`config.mk`:
```
export PLATFORM = sky130hd
export DESIGN_NAME = epoch_seconds_to_calendar_core
export DESIGN_NICKNAME = d
export VERILOG_FILES = /design/src/hdl/es2c_pkg.sv /design/src/hdl/epoch_seconds_to_calendar_core.sv /design/src/hdl/es2c_ctrl.sv /design/src/hdl/es2c_dp.sv
export SDC_FILE = /design/constraint.sdc
export NUM_CORES = 2
export LEC_CHECK = 0
export BUFFER_PORTS_ARGS = -buffer_cell sky130_fd_sc_hd__buf_2
export CAP_MARGIN = 20
export CORE_ASPECT_RATIO = 0.7
export CORE_MARGIN = 8
export CORE_UTILIZATION = 45
export CTS_BUF_LIST = sky130_fd_sc_hd__clkbuf_8
export DETAILED_ROUTE_END_ITERATION = 8
export PLACE_DENSITY = 0.72
export SKIP_LAST_GASP = 1
export SLEW_MARGIN = 0
export SYNTH_ARGS = -nofsm -noshare
export SYNTH_HDL_FRONTEND = slang
export SYNTH_SLANG_ARGS = --single-unit
```
`constraint.sdc`:
```
create_clock -name clk -period 9.7 [get_ports clk]
set_clock_uncertainty 0.1 [all_clocks]
set_input_delay 1.455 -clock clk [delete_from_list [all_inputs] [get_ports clk]]
set_output_delay 1.455 -clock clk [all_outputs]
set_load 0.01 [all_outputs]
```
`src/hdl/es2c_pkg.sv`:
```
`timescale 1ns / 1ps
`default_nettype none

package es2c_pkg;

  localparam int unsigned LEAP_COUNT = 25;

  // leap-second instants, 1972-07-01 through 2012-07-01
  localparam logic [31:0] LEAP_TAB [LEAP_COUNT] = '{
    32'd78796800,   32'd94694400,   32'd126230400,  32'd157766400,  32'd189302400,
    32'd220924800,  32'd252460800,  32'd283996800,  32'd315532800,  32'd362793600,
    32'd394329600,  32'd425865600,  32'd489024000,  32'd567993600,  32'd631152000,
    32'd662688000,  32'd709948800,  32'd741484800,  32'd773020800,  32'd820454400,
    32'd867715200,  32'd915148800,  32'd1136073600, 32'd1230768000, 32'd1341100800
  };

  localparam logic [4:0] LEAP_LAST_IDX = 5'(LEAP_COUNT - 1);

  localparam logic [16:0] SECS_PER_DAY  = 17'd86400;
  localparam logic [16:0] SECS_PER_HOUR = 17'd3600;
  localparam logic [16:0] SECS_PER_MIN  = 17'd60;

  localparam logic [7:0] YEAR_OFS_FIRST = 8'd70;   // 1970
  localparam logic [7:0] YEAR_OFS_2100  = 8'd200;  // century year that is not leap
  localparam logic [3:0] MONTH_DEC      = 4'd11;
  localparam logic [8:0] DAYS_YEAR      = 9'd365;
  localparam logic [8:0] DAYS_LEAP_YEAR = 9'd366;

  // phases of one division, counted down
  localparam logic [1:0] DIV_PH_MUL  = 2'd3;
  localparam logic [1:0] DIV_PH_BACK = 2'd2;
  localparam logic [1:0] DIV_PH_REM  = 2'd1;
  localparam logic [1:0] DIV_PH_FIX  = 2'd0;

  typedef enum logic [1:0] {
    DIV_DAY,
    DIV_HOUR,
    DIV_MIN
  } div_sel_t;

  typedef enum logic [3:0] {
    S_IDLE,
    S_LEAP,
    S_SUB,
    S_DAY,
    S_HOUR,
    S_MIN,
    S_YEAR,
    S_MONTH,
    S_DONE
  } state_t;

  typedef struct packed {
    logic     load;
    logic     leap_step;
    logic     leap_fin;
    logic     div_step;
    logic     div_init;
    div_sel_t div_sel;
    logic     year_step;
    logic     month_init;
    logic     month_step;
    logic     capture;
  } cmd_t;

  typedef struct packed {
    logic neg;
    logic leap_last;
    logic div_last;
    logic year_done;
    logic month_done;
  } sts_t;

  // years from 1900; 2000 is leap, 2100 is not, 1900 is out of range
  function automatic logic is_leap(input logic [7:0] y);
    is_leap = (y[1:0] == 2'b00) && (y != YEAR_OFS_2100);
  endfunction

  function automatic logic [16:0] div_base(input div_sel_t s);
    case (s)
      DIV_DAY:  div_base = SECS_PER_DAY;
      DIV_HOUR: div_base = SECS_PER_HOUR;
      DIV_MIN:  div_base = SECS_PER_MIN;
      default:  div_base = SECS_PER_MIN;
    endcase
  endfunction

  // power-of-two factor of each divisor, taken off the dividend first
  function automatic logic [2:0] div_shift(input div_sel_t s);
    case (s)
      DIV_DAY:  div_shift = 3'd7;
      DIV_HOUR: div_shift = 3'd4;
      DIV_MIN:  div_shift = 3'd2;
      default:  div_shift = 3'd2;
    endcase
  endfunction

  // truncated reciprocal of the odd factor; the estimate is at most one low
  function automatic logic [15:0] div_magic(input div_sel_t s);
    case (s)
      DIV_DAY:  div_magic = 16'd49710;
      DIV_HOUR: div_magic = 16'd36;
      DIV_MIN:  div_magic = 16'd68;
      default:  div_magic = 16'd68;
    endcase
  endfunction

  // fraction bits of each reciprocal
  function automatic logic [4:0] div_frac(input div_sel_t s);
    case (s)
      DIV_DAY:  div_frac = 5'd25;
      DIV_HOUR: div_frac = 5'd13;
      DIV_MIN:  div_frac = 5'd10;
      default:  div_frac = 5'd10;
    endcase
  endfunction

  function automatic logic [4:0] month_len(input logic [3:0] m, input logic leap);
    case (m)
      4'd1:                month_len = leap ? 5'd29 : 5'd28;
      4'd3, 4'd5, 4'd8, 4'd10: month_len = 5'd30;
      default:             month_len = 5'd31;
    endcase
  endfunction

endpackage

`default_nettype wire

```
`src/hdl/epoch_seconds_to_calendar_core.sv`:
```
`timescale 1ns / 1ps
`default_nettype none

// Converts a signed 33-bit count of seconds since 1970-01-01 00:00:00 into a UTC
// calendar date and time of day, less one second for each of the 25 leap-second
// instants the count has reached. One item is in work at a time; a negative count
// returns before_epoch with every other field zero. Any other count goes through
// a leap-second scan of the table, a step that subtracts the leap seconds found,
// reciprocal division for day, hour and minute (each in phases of multiply,
// multiply back, remainder and correction), a year loop that peels one year per
// cycle and a month loop that peels one month per cycle, each loop with a closing
// step, and the load of the output register. The year loop runs Y times and the
// month loop M times, Y being the years since 1970 (0 to 136) and M the month
// index (0 to 11). The year loop dominates. The result waits in an output
// register, so the next count may enter as soon as the result is captured; while
// an earlier result is still unread, a finished item waits before capture.

module epoch_seconds_to_calendar_core (
  input  wire logic               clk,
  input  wire logic               rst_n,
  input  wire logic               in_valid,
  output logic                    in_ready,
  input  wire logic signed [32:0] in_epoch_seconds,
  output logic                    out_valid,
  input  wire logic               out_ready,
  output logic [7:0]              out_year_since_1900,
  output logic [3:0]              out_month,
  output logic [4:0]              out_day_of_month,
  output logic [8:0]              out_day_of_year,
  output logic [4:0]              out_hour,
  output logic [5:0]              out_minute,
  output logic [5:0]              out_second,
  output logic                    out_before_epoch
);

  es2c_pkg::cmd_t cmd;
  es2c_pkg::sts_t sts;

  es2c_ctrl u_ctrl (
    .clk       (clk),
    .rst_n     (rst_n),
    .in_valid  (in_valid),
    .in_ready  (in_ready),
    .out_valid (out_valid),
    .out_ready (out_ready),
    .sts       (sts),
    .cmd       (cmd)
  );

  es2c_dp u_dp (
    .clk                 (clk),
    .rst_n               (rst_n),
    .in_epoch_seconds    (in_epoch_seconds),
    .cmd                 (cmd),
    .sts                 (sts),
    .out_year_since_1900 (out_year_since_1900),
    .out_month           (out_month),
    .out_day_of_month    (out_day_of_month),
    .out_day_of_year     (out_day_of_year),
    .out_hour            (out_hour),
    .out_minute          (out_minute),
    .out_second          (out_second),
    .out_before_epoch    (out_before_epoch)
  );

endmodule

`default_nettype wire

```
`src/hdl/es2c_ctrl.sv`:
```
`timescale 1ns / 1ps
`default_nettype none

module es2c_ctrl (
  input  wire logic            clk,
  input  wire logic            rst_n,
  input  wire logic            in_valid,
  output logic                 in_ready,
  output logic                 out_valid,
  input  wire logic            out_ready,
  input  wire es2c_pkg::sts_t  sts,
  output es2c_pkg::cmd_t       cmd
);

  es2c_pkg::state_t state_r, state_nxt;
  logic             out_valid_r, out_valid_nxt;

  always_ff @(posedge clk) begin
    if (!rst_n) begin
      state_r     <= es2c_pkg::S_IDLE;
      out_valid_r <= 1'b0;
    end else begin
      state_r     <= state_nxt;
      out_valid_r <= out_valid_nxt;
    end
  end

  always_comb begin
    state_nxt    = state_r;
    cmd          = '0;
    cmd.div_sel  = es2c_pkg::DIV_DAY;
    in_ready     = 1'b0;
    case (state_r)
      es2c_pkg::S_IDLE: begin
        in_ready = 1'b1;
        if (in_valid) begin
          cmd.load  = 1'b1;
          state_nxt = es2c_pkg::S_LEAP;
        end
      end
      es2c_pkg::S_LEAP: begin
        if (sts.neg) begin
          state_nxt = es2c_pkg::S_DONE;
        end else begin
          cmd.leap_step = 1'b1;
          if (sts.leap_last) state_nxt = es2c_pkg::S_SUB;
        end
      end
      es2c_pkg::S_SUB: begin
        cmd.leap_fin = 1'b1;
        cmd.div_init = 1'b1;
        state_nxt    = es2c_pkg::S_DAY;
      end
      es2c_pkg::S_DAY: begin
        cmd.div_step = 1'b1;
        cmd.div_sel  = es2c_pkg::DIV_DAY;
        if (sts.div_last) begin
          cmd.div_init = 1'b1;
          state_nxt    = es2c_pkg::S_HOUR;
        end
      end
      es2c_pkg::S_HOUR: begin
        cmd.div_step = 1'b1;
        cmd.div_sel  = es2c_pkg::DIV_HOUR;
        if (sts.div_last) begin
          cmd.div_init = 1'b1;
          state_nxt    = es2c_pkg::S_MIN;
        end
      end
      es2c_pkg::S_MIN: begin
        cmd.div_step = 1'b1;
        cmd.div_sel  = es2c_pkg::DIV_MIN;
        if (sts.div_last) state_nxt = es2c_pkg::S_YEAR;
      end
      es2c_pkg::S_YEAR: begin
        if (sts.year_done) begin
          cmd.month_init = 1'b1;
          state_nxt      = es2c_pkg::S_MONTH;
        end else begin
          cmd.year_step = 1'b1;
        end
      end
      es2c_pkg::S_MONTH: begin
        if (sts.month_done) state_nxt = es2c_pkg::S_DONE;
        else cmd.month_step = 1'b1;
      end
      es2c_pkg::S_DONE: begin
        // output register free or emptying this cycle
        if (!out_valid_r || out_ready) begin
          cmd.capture = 1'b1;
          state_nxt   = es2c_pkg::S_IDLE;
        end
      end
      default: state_nxt = es2c_pkg::S_IDLE;
    endcase
  end

  always_comb begin
    if (cmd.capture) out_valid_nxt = 1'b1;
    else if (out_ready) out_valid_nxt = 1'b0;
    else out_valid_nxt = out_valid_r;
  end

  assign out_valid = out_valid_r;

  a_load_starts_leap: assert property (@(posedge clk) disable iff (!rst_n)
    (in_valid && in_ready) |=> (state_r == es2c_pkg::S_LEAP))
    else $error("accepted item did not start the leap-second scan");

  a_no_overwrite: assert property (@(posedge clk) disable iff (!rst_n)
    cmd.capture |-> (!out_valid_r || out_ready))
    else $error("result captured over one not yet transferred");

  a_capture_gives_valid: assert property (@(posedge clk) disable iff (!rst_n)
    cmd.capture |=> out_valid_r)
    else $error("captured result not presented");

endmodule

`default_nettype wire

```
`src/hdl/es2c_dp.sv`:
```
`timescale 1ns / 1ps
`default_nettype none

module es2c_dp (
  input  wire logic               clk,
  input  wire logic               rst_n,
  input  wire logic signed [32:0] in_epoch_seconds,
  input  wire es2c_pkg::cmd_t     cmd,
  output es2c_pkg::sts_t          sts,
  output logic [7:0]              out_year_since_1900,
  output logic [3:0]              out_month,
  output logic [4:0]              out_day_of_month,
  output logic [8:0]              out_day_of_year,
  output logic [4:0]              out_hour,
  output logic [5:0]              out_minute,
  output logic [5:0]              out_second,
  output logic                    out_before_epoch
);

  logic        neg_r;
  logic [31:0] num_r, num_nxt;
  logic [4:0]  leap_idx_r;
  logic [4:0]  sub_r;
  logic [1:0]  k_r;
  logic [15:0] quo_r, quo_nxt;
  logic [40:0] prod_r;
  logic [31:0] back_r;
  logic [15:0] days_r;
  logic [7:0]  year_r;
  logic [8:0]  left_r;
  logic [3:0]  mon_r;
  logic [4:0]  hour_r;
  logic [5:0]  min_r;
  logic [5:0]  sec_r;

  logic [16:0] base;
  logic [15:0] magic;
  logic [24:0] mul_a;
  logic [15:0] quo_est;
  logic        fits;
  logic        leap_yr;
  logic [8:0]  ylen;
  logic [8:0]  mlen;
  logic        month_more;

  // reciprocal estimate, then one compare and subtract puts it right
  always_comb begin
    base    = es2c_pkg::div_base(cmd.div_sel);
    magic   = es2c_pkg::div_magic(cmd.div_sel);
    mul_a   = 25'(num_r >> es2c_pkg::div_shift(cmd.div_sel));
    quo_est = 16'(prod_r >> es2c_pkg::div_frac(cmd.div_sel));
    fits    = num_r >= {15'b0, base};
    num_nxt = fits ? (num_r - {15'b0, base}) : num_r;
    quo_nxt = fits ? (quo_r + 16'd1) : quo_r;
  end

  assign leap_yr    = es2c_pkg::is_leap(year_r);
  assign ylen       = leap_yr ? es2c_pkg::DAYS_LEAP_YEAR : es2c_pkg::DAYS_YEAR;
  assign mlen       = {4'b0, es2c_pkg::month_len(mon_r, leap_yr)};
  assign month_more = (left_r > mlen) && (mon_r != es2c_pkg::MONTH_DEC);

  assign sts.neg        = neg_r;
  assign sts.leap_last  = (leap_idx_r == es2c_pkg::LEAP_LAST_IDX);
  assign sts.div_last   = (k_r == es2c_pkg::DIV_PH_FIX);
  assign sts.year_done  = (days_r < {7'b0, ylen});
  assign sts.month_done = !month_more;

  always_ff @(posedge clk) begin
    if (cmd.load) begin
      neg_r      <= in_epoch_seconds[32];
      num_r      <= in_epoch_seconds[31:0];
      leap_idx_r <= '0;
      sub_r      <= '0;
    end
    // thresholds compared against the count before any subtraction
    if (cmd.leap_step) begin
      if (num_r >= es2c_pkg::LEAP_TAB[leap_idx_r]) sub_r <= sub_r + 5'd1;
      leap_idx_r <= leap_idx_r + 5'd1;
    end
    if (cmd.leap_fin) num_r <= num_r - 32'(sub_r);
    if (cmd.div_step) begin
      case (k_r)
        es2c_pkg::DIV_PH_MUL: prod_r <= {16'b0, mul_a} * {25'b0, magic};
        es2c_pkg::DIV_PH_BACK: begin
          quo_r  <= quo_est;
          back_r <= {16'b0, quo_est} * {15'b0, base};
        end
        es2c_pkg::DIV_PH_REM: num_r <= num_r - back_r;
        default: begin
          num_r <= num_nxt;
          quo_r <= quo_nxt;
          case (cmd.div_sel)
            es2c_pkg::DIV_DAY: begin
              days_r <= quo_nxt;
              year_r <= es2c_pkg::YEAR_OFS_FIRST;
            end
            es2c_pkg::DIV_HOUR: hour_r <= quo_nxt[4:0];
            es2c_pkg::DIV_MIN: begin
              min_r <= quo_nxt[5:0];
              sec_r <= num_nxt[5:0];
            end
            default: ;
          endcase
        end
      endcase
    end
    if (cmd.div_init) k_r <= es2c_pkg::DIV_PH_MUL;
    else if (cmd.div_step) k_r <= k_r - 2'd1;
    if (cmd.year_step) begin
      days_r <= days_r - {7'b0, ylen};
      year_r <= year_r + 8'd1;
    end
    if (cmd.month_init) begin
      left_r <= days_r[8:0] + 9'd1;
      mon_r  <= '0;
    end
    if (cmd.month_step) begin
      left_r <= left_r - mlen;
      mon_r  <= mon_r + 4'd1;
    end
    if (cmd.capture) begin
      out_before_epoch    <= neg_r;
      out_year_since_1900 <= neg_r ? '0 : year_r;
      out_month           <= neg_r ? '0 : mon_r;
      out_day_of_month    <= neg_r ? '0 : left_r[4:0];
      out_day_of_year     <= neg_r ? '0 : days_r[8:0];
      out_hour            <= neg_r ? '0 : hour_r;
      out_minute          <= neg_r ? '0 : min_r;
      out_second          <= neg_r ? '0 : sec_r;
    end
  end

  a_day_nonzero: assert property (@(posedge clk) disable iff (!rst_n)
    cmd.capture |=> (out_before_epoch || (out_day_of_month != 5'd0)))
    else $error("day of month zero for a non-negative count");

  a_time_range: assert property (@(posedge clk) disable iff (!rst_n)
    cmd.capture |=> ((out_hour < 5'd24) && (out_minute < 6'd60) && (out_second < 6'd60)))
    else $error("time of day out of range");

  a_month_range: assert property (@(posedge clk) disable iff (!rst_n)
    cmd.month_step |-> (mon_r < es2c_pkg::MONTH_DEC))
    else $error("month stepped past december");

endmodule

`default_nettype wire
```
==> results.txt <==
The library cell with the highest instance count after synthesis is inv_1. The count of yosys warnings during synthesis is 0. The placement row count is 77.

The number of cells upsized or downsized after cts came out at 0. The clock reaches the later pin of the worst-skew pair after 640 ps. The cell type contributing the most total cell area after synthesis is edfxtp_1.

The share of layout cells above drive strength 1 is 0.06475. For this run, design rule violations remaining after detail routing come to 0. The floorplan die area came out at between 0.07 and 0.08 mm².

The worst relative slew slack is 0.3320. The overall routing resource usage came out at 0.2167. The arrival time at the worst endpoint is 8820 ps. After clock tree synthesis, the clock-pin slew on the worst setup and hold paths is 70 ps. The number of enable-type register cells in the synthesized netlist came out at 209. The critical path is of the reg2reg type. The vertical die dimension came out at ~230 µm. The count of antenna-violating nets left after detailed routing came out at 0. The wire length reported by the detailed router came out at 77,610 µm. By area the synthesized netlist is led by edfxtp_1 22%, ha_1 18%, fa_1 17%, inv_1 6.7%, a21oi_1 3.9%. The count of buffers from port buffering came out at 82. The total standard cell area after synthesis came out at 0.02842 mm². Counting flops and latches in the post-synthesis netlist gives 225. The count of H-tree levels built during CTS came out at 2. Setup repair after global routing left no endpoint under its margin.

The detailed-router iteration count before antenna repair is 8. The cts-stage hold buffer count came out at 0. The most used flip-flop cell after synthesis is edfxtp_1. The hold violation total from the final report is 0.

In the final timing run, aggregate negative setup slack is 0 ps. The largest net degree at the start of global routing is 48. STA classifies the critical path endpoint as a register. The flow ran to the end, and the final reports show no timing, DRC or antenna violations. The maximum achievable frequency came out at around 120 MHz. The final instance count without filler cells is 4,027. The routed via count divided by cell count came out at 5.664. The final critical delay including setup and external delays is 8588 ps.

The via count of the first global-routing pass came out at about 22,000. Clock tree synthesis selected as its root buffer the cell clkbuf_8. The clock passes through at most 3 buffers. The proportion of register bits with asynchronous set or reset after synthesis is 0.

The mean cell area of the mapped netlist is 9.113 µm². For the pin with the worst max-slew slack, the measured transition is 992.9 ps. TritonCTS built the clock tree.

The area growth from synthesis to layout is 8.113%. The number of buffers created by CTS came out at 40. The average wire length per cell after detail routing came out at 19.27 µm. In the final design database the tool counted 3,862 nets. The required time of the critical path came out at 9940 ps. Counting instances in the post-synthesis netlist gives the leading cell types as 505 x inv_1, 414 x ha_1, 243 x fa_1, 221 x nand2_1, 220 x a21oi_1.

In this run the worst path has a maximum fanout of 37. Of the post-synthesis cell area, the dominant cell type holds 0.2208. The final period utilization came out at 0.8854. Routability-driven placement finished with a final weighted congestion of slightly below 1. The count of mapped cells out of synthesis came out at approximately 3,100. The remaining global-route overflow is 0. The share of the Yosys chip area taken by registers is 0.2321. The first-iteration detailed-routing DRC count is 2,668.

The number of cells in the design after placement came out at just under 4,000. The count of cell types in the netlist came out at 85. The max-slew violation count is 0. The max-capacitance violation count is 0. The placeable core area is 0.06282 mm².

The first global-routing pass estimated 123,400 µm of wire. The post-detailed-placement half-perimeter wirelength is ~64,000 µm. The routed via count is 22,810.

The width of the chip came out at 316.4 µm. The worst hold path belongs to the class reg2reg. The number of clock sinks came out at 225.

Setup violations remaining at the end of the flow were counted as 0. STA classifies the critical path startpoint as a register. The number of post-CTS setup repair buffers came out at 0. The initial core utilization is 0.4525. For this design the top-level I/O count stands at a little over 80. The initial antenna violation count was 3.
-- flip-flops by register name (all words and copies together) (netlist names), 5 cells and up --
name                      cells
u_dp.back_r                  30
u_dp.out_day_of_month         5
u_dp.out_day_of_year          9
u_dp.leap_idx_r               5
u_dp.out_minute               6
u_dp.left_r                   9
u_dp.quo_r                   16
u_dp.days_r                  16
u_dp.year_r                   8
u_dp.num_r                   32
u_dp.sub_r                    5
u_dp.hour_r                   5
u_dp.prod_r                  31
u_dp.sec_r                    6
u_dp.min_r                    6
u_dp.out_hour                 5
u_dp.out_year_since_1900      8
u_dp.out_second               6
-- metal layers --
metal / track usage / vias up / part of all wire
met3: 0.05746 / 94 / 0.12
li1: - / 10720 / -
met1: 0.3331 / 10930 / 0.47
met4: 0.04534 / 2 / 0.019
met5: 0 / - / 0.00021
met2: 0.3003 / 1063 / 0.40
-- layout make-up --
class | count | area [µm²]
Antenna cell | 1 | 2.502
Multi-Input combinational cell | 2272 | 19530
Fill cell | 5807 | 32090
Inverter | 508 | 1907
Timing Repair Buffer | 121 | 745.7
Clock inverter | 29 | 337.8
Tap cell | 829 | 1037
Clock buffer | 42 | 578.1
Sequential cell | 225 | 6596
-- per-stage QoR --
stage               utilization  hold WS (ps)  setup WS (ps)  area, µm²
floorplan                     -         324.4           2329      28460
global placement         0.4736         382.4           1493      29750
detailed placement       0.4737         401.4           1287      29760
CTS                      0.4883         396.2           1231      30670
global route             0.4892         423.7          668.0      30730
finish                   0.4892         404.2           1112      30730
-- final timing paths --
| kind | from | to | slack [ps] | depth (start not counted) |
|---|---|---|---|---|
| max | u_ctrl.state_r[2]$_SDFFE_PN0P_ | u_dp.prod_r[33]$_DFFE_PP_ | 1110 | 27 |
| min | u_dp.sub_r[4]$_DFF_P_ | u_dp.sub_r[4]$_DFF_P_ | 400 | 2 |
| max reg2reg | u_ctrl.state_r[2]$_SDFFE_PN0P_ | u_dp.prod_r[33]$_DFFE_PP_ | 1110 | 27 |
| min reg2reg | u_dp.sub_r[4]$_DFF_P_ | u_dp.sub_r[4]$_DFF_P_ | 400 | 2 |
-- cells in the final DEF, fill, tap and decap left out, types with 41 or more instances in the layout --
master,instances
fa_1,243
o21ai_0,154
nand2_1,221
ha_1,414
clkbuf_8,42
nor2b_1,70
buf_2,83
inv_1,513
a21oi_1,220
nor2_1,206
edfxtp_1,209
xnor2_1,101
nor3_1,49
mux2i_1,41
xor2_1,60
nand3_1,57
a21o_1,41
-- cells by family after synthesis --
kind of cell | count (synthesis) | synth area share
DFF | 225 | 0.2321
adders and majority gates | 657 | 0.3534
buffers and inverters | 633 | 0.08386
other | 2 | 0.0002642
muxes | 47 | 0.01682
xor gates and xnor gates | 161 | 0.04961
AOI/OAI and AO/OA | 632 | 0.1353
and+or+nand+nor | 762 | 0.1287
-- worst max-delay path, cell delays in order (launching register included) --
cell and delay [ps]:
dfxtp_1 670, nor3b_4 530, buf_12 290, nor2b_1 220, a21oi_1 170, nor2_1 50, a21oi_1 310, o21ai_0 190
fa_1 550, inv_1 50, fa_1 470, inv_1 40, ha_1 290, ha_1 280, inv_1 50, fa_1 530
inv_1 60, fa_1 480, ha_1 380, and3_1 210, a221o_1 350, o2111a_1 280, o41a_1 480, o21ai_1 320
o21ai_1 200, nor4_4 360, nor2_2 80, a311o_1 330
Power is not shown: default switching activity piles up to over one toggle a cycle in this logic, so the estimate is an artifact.
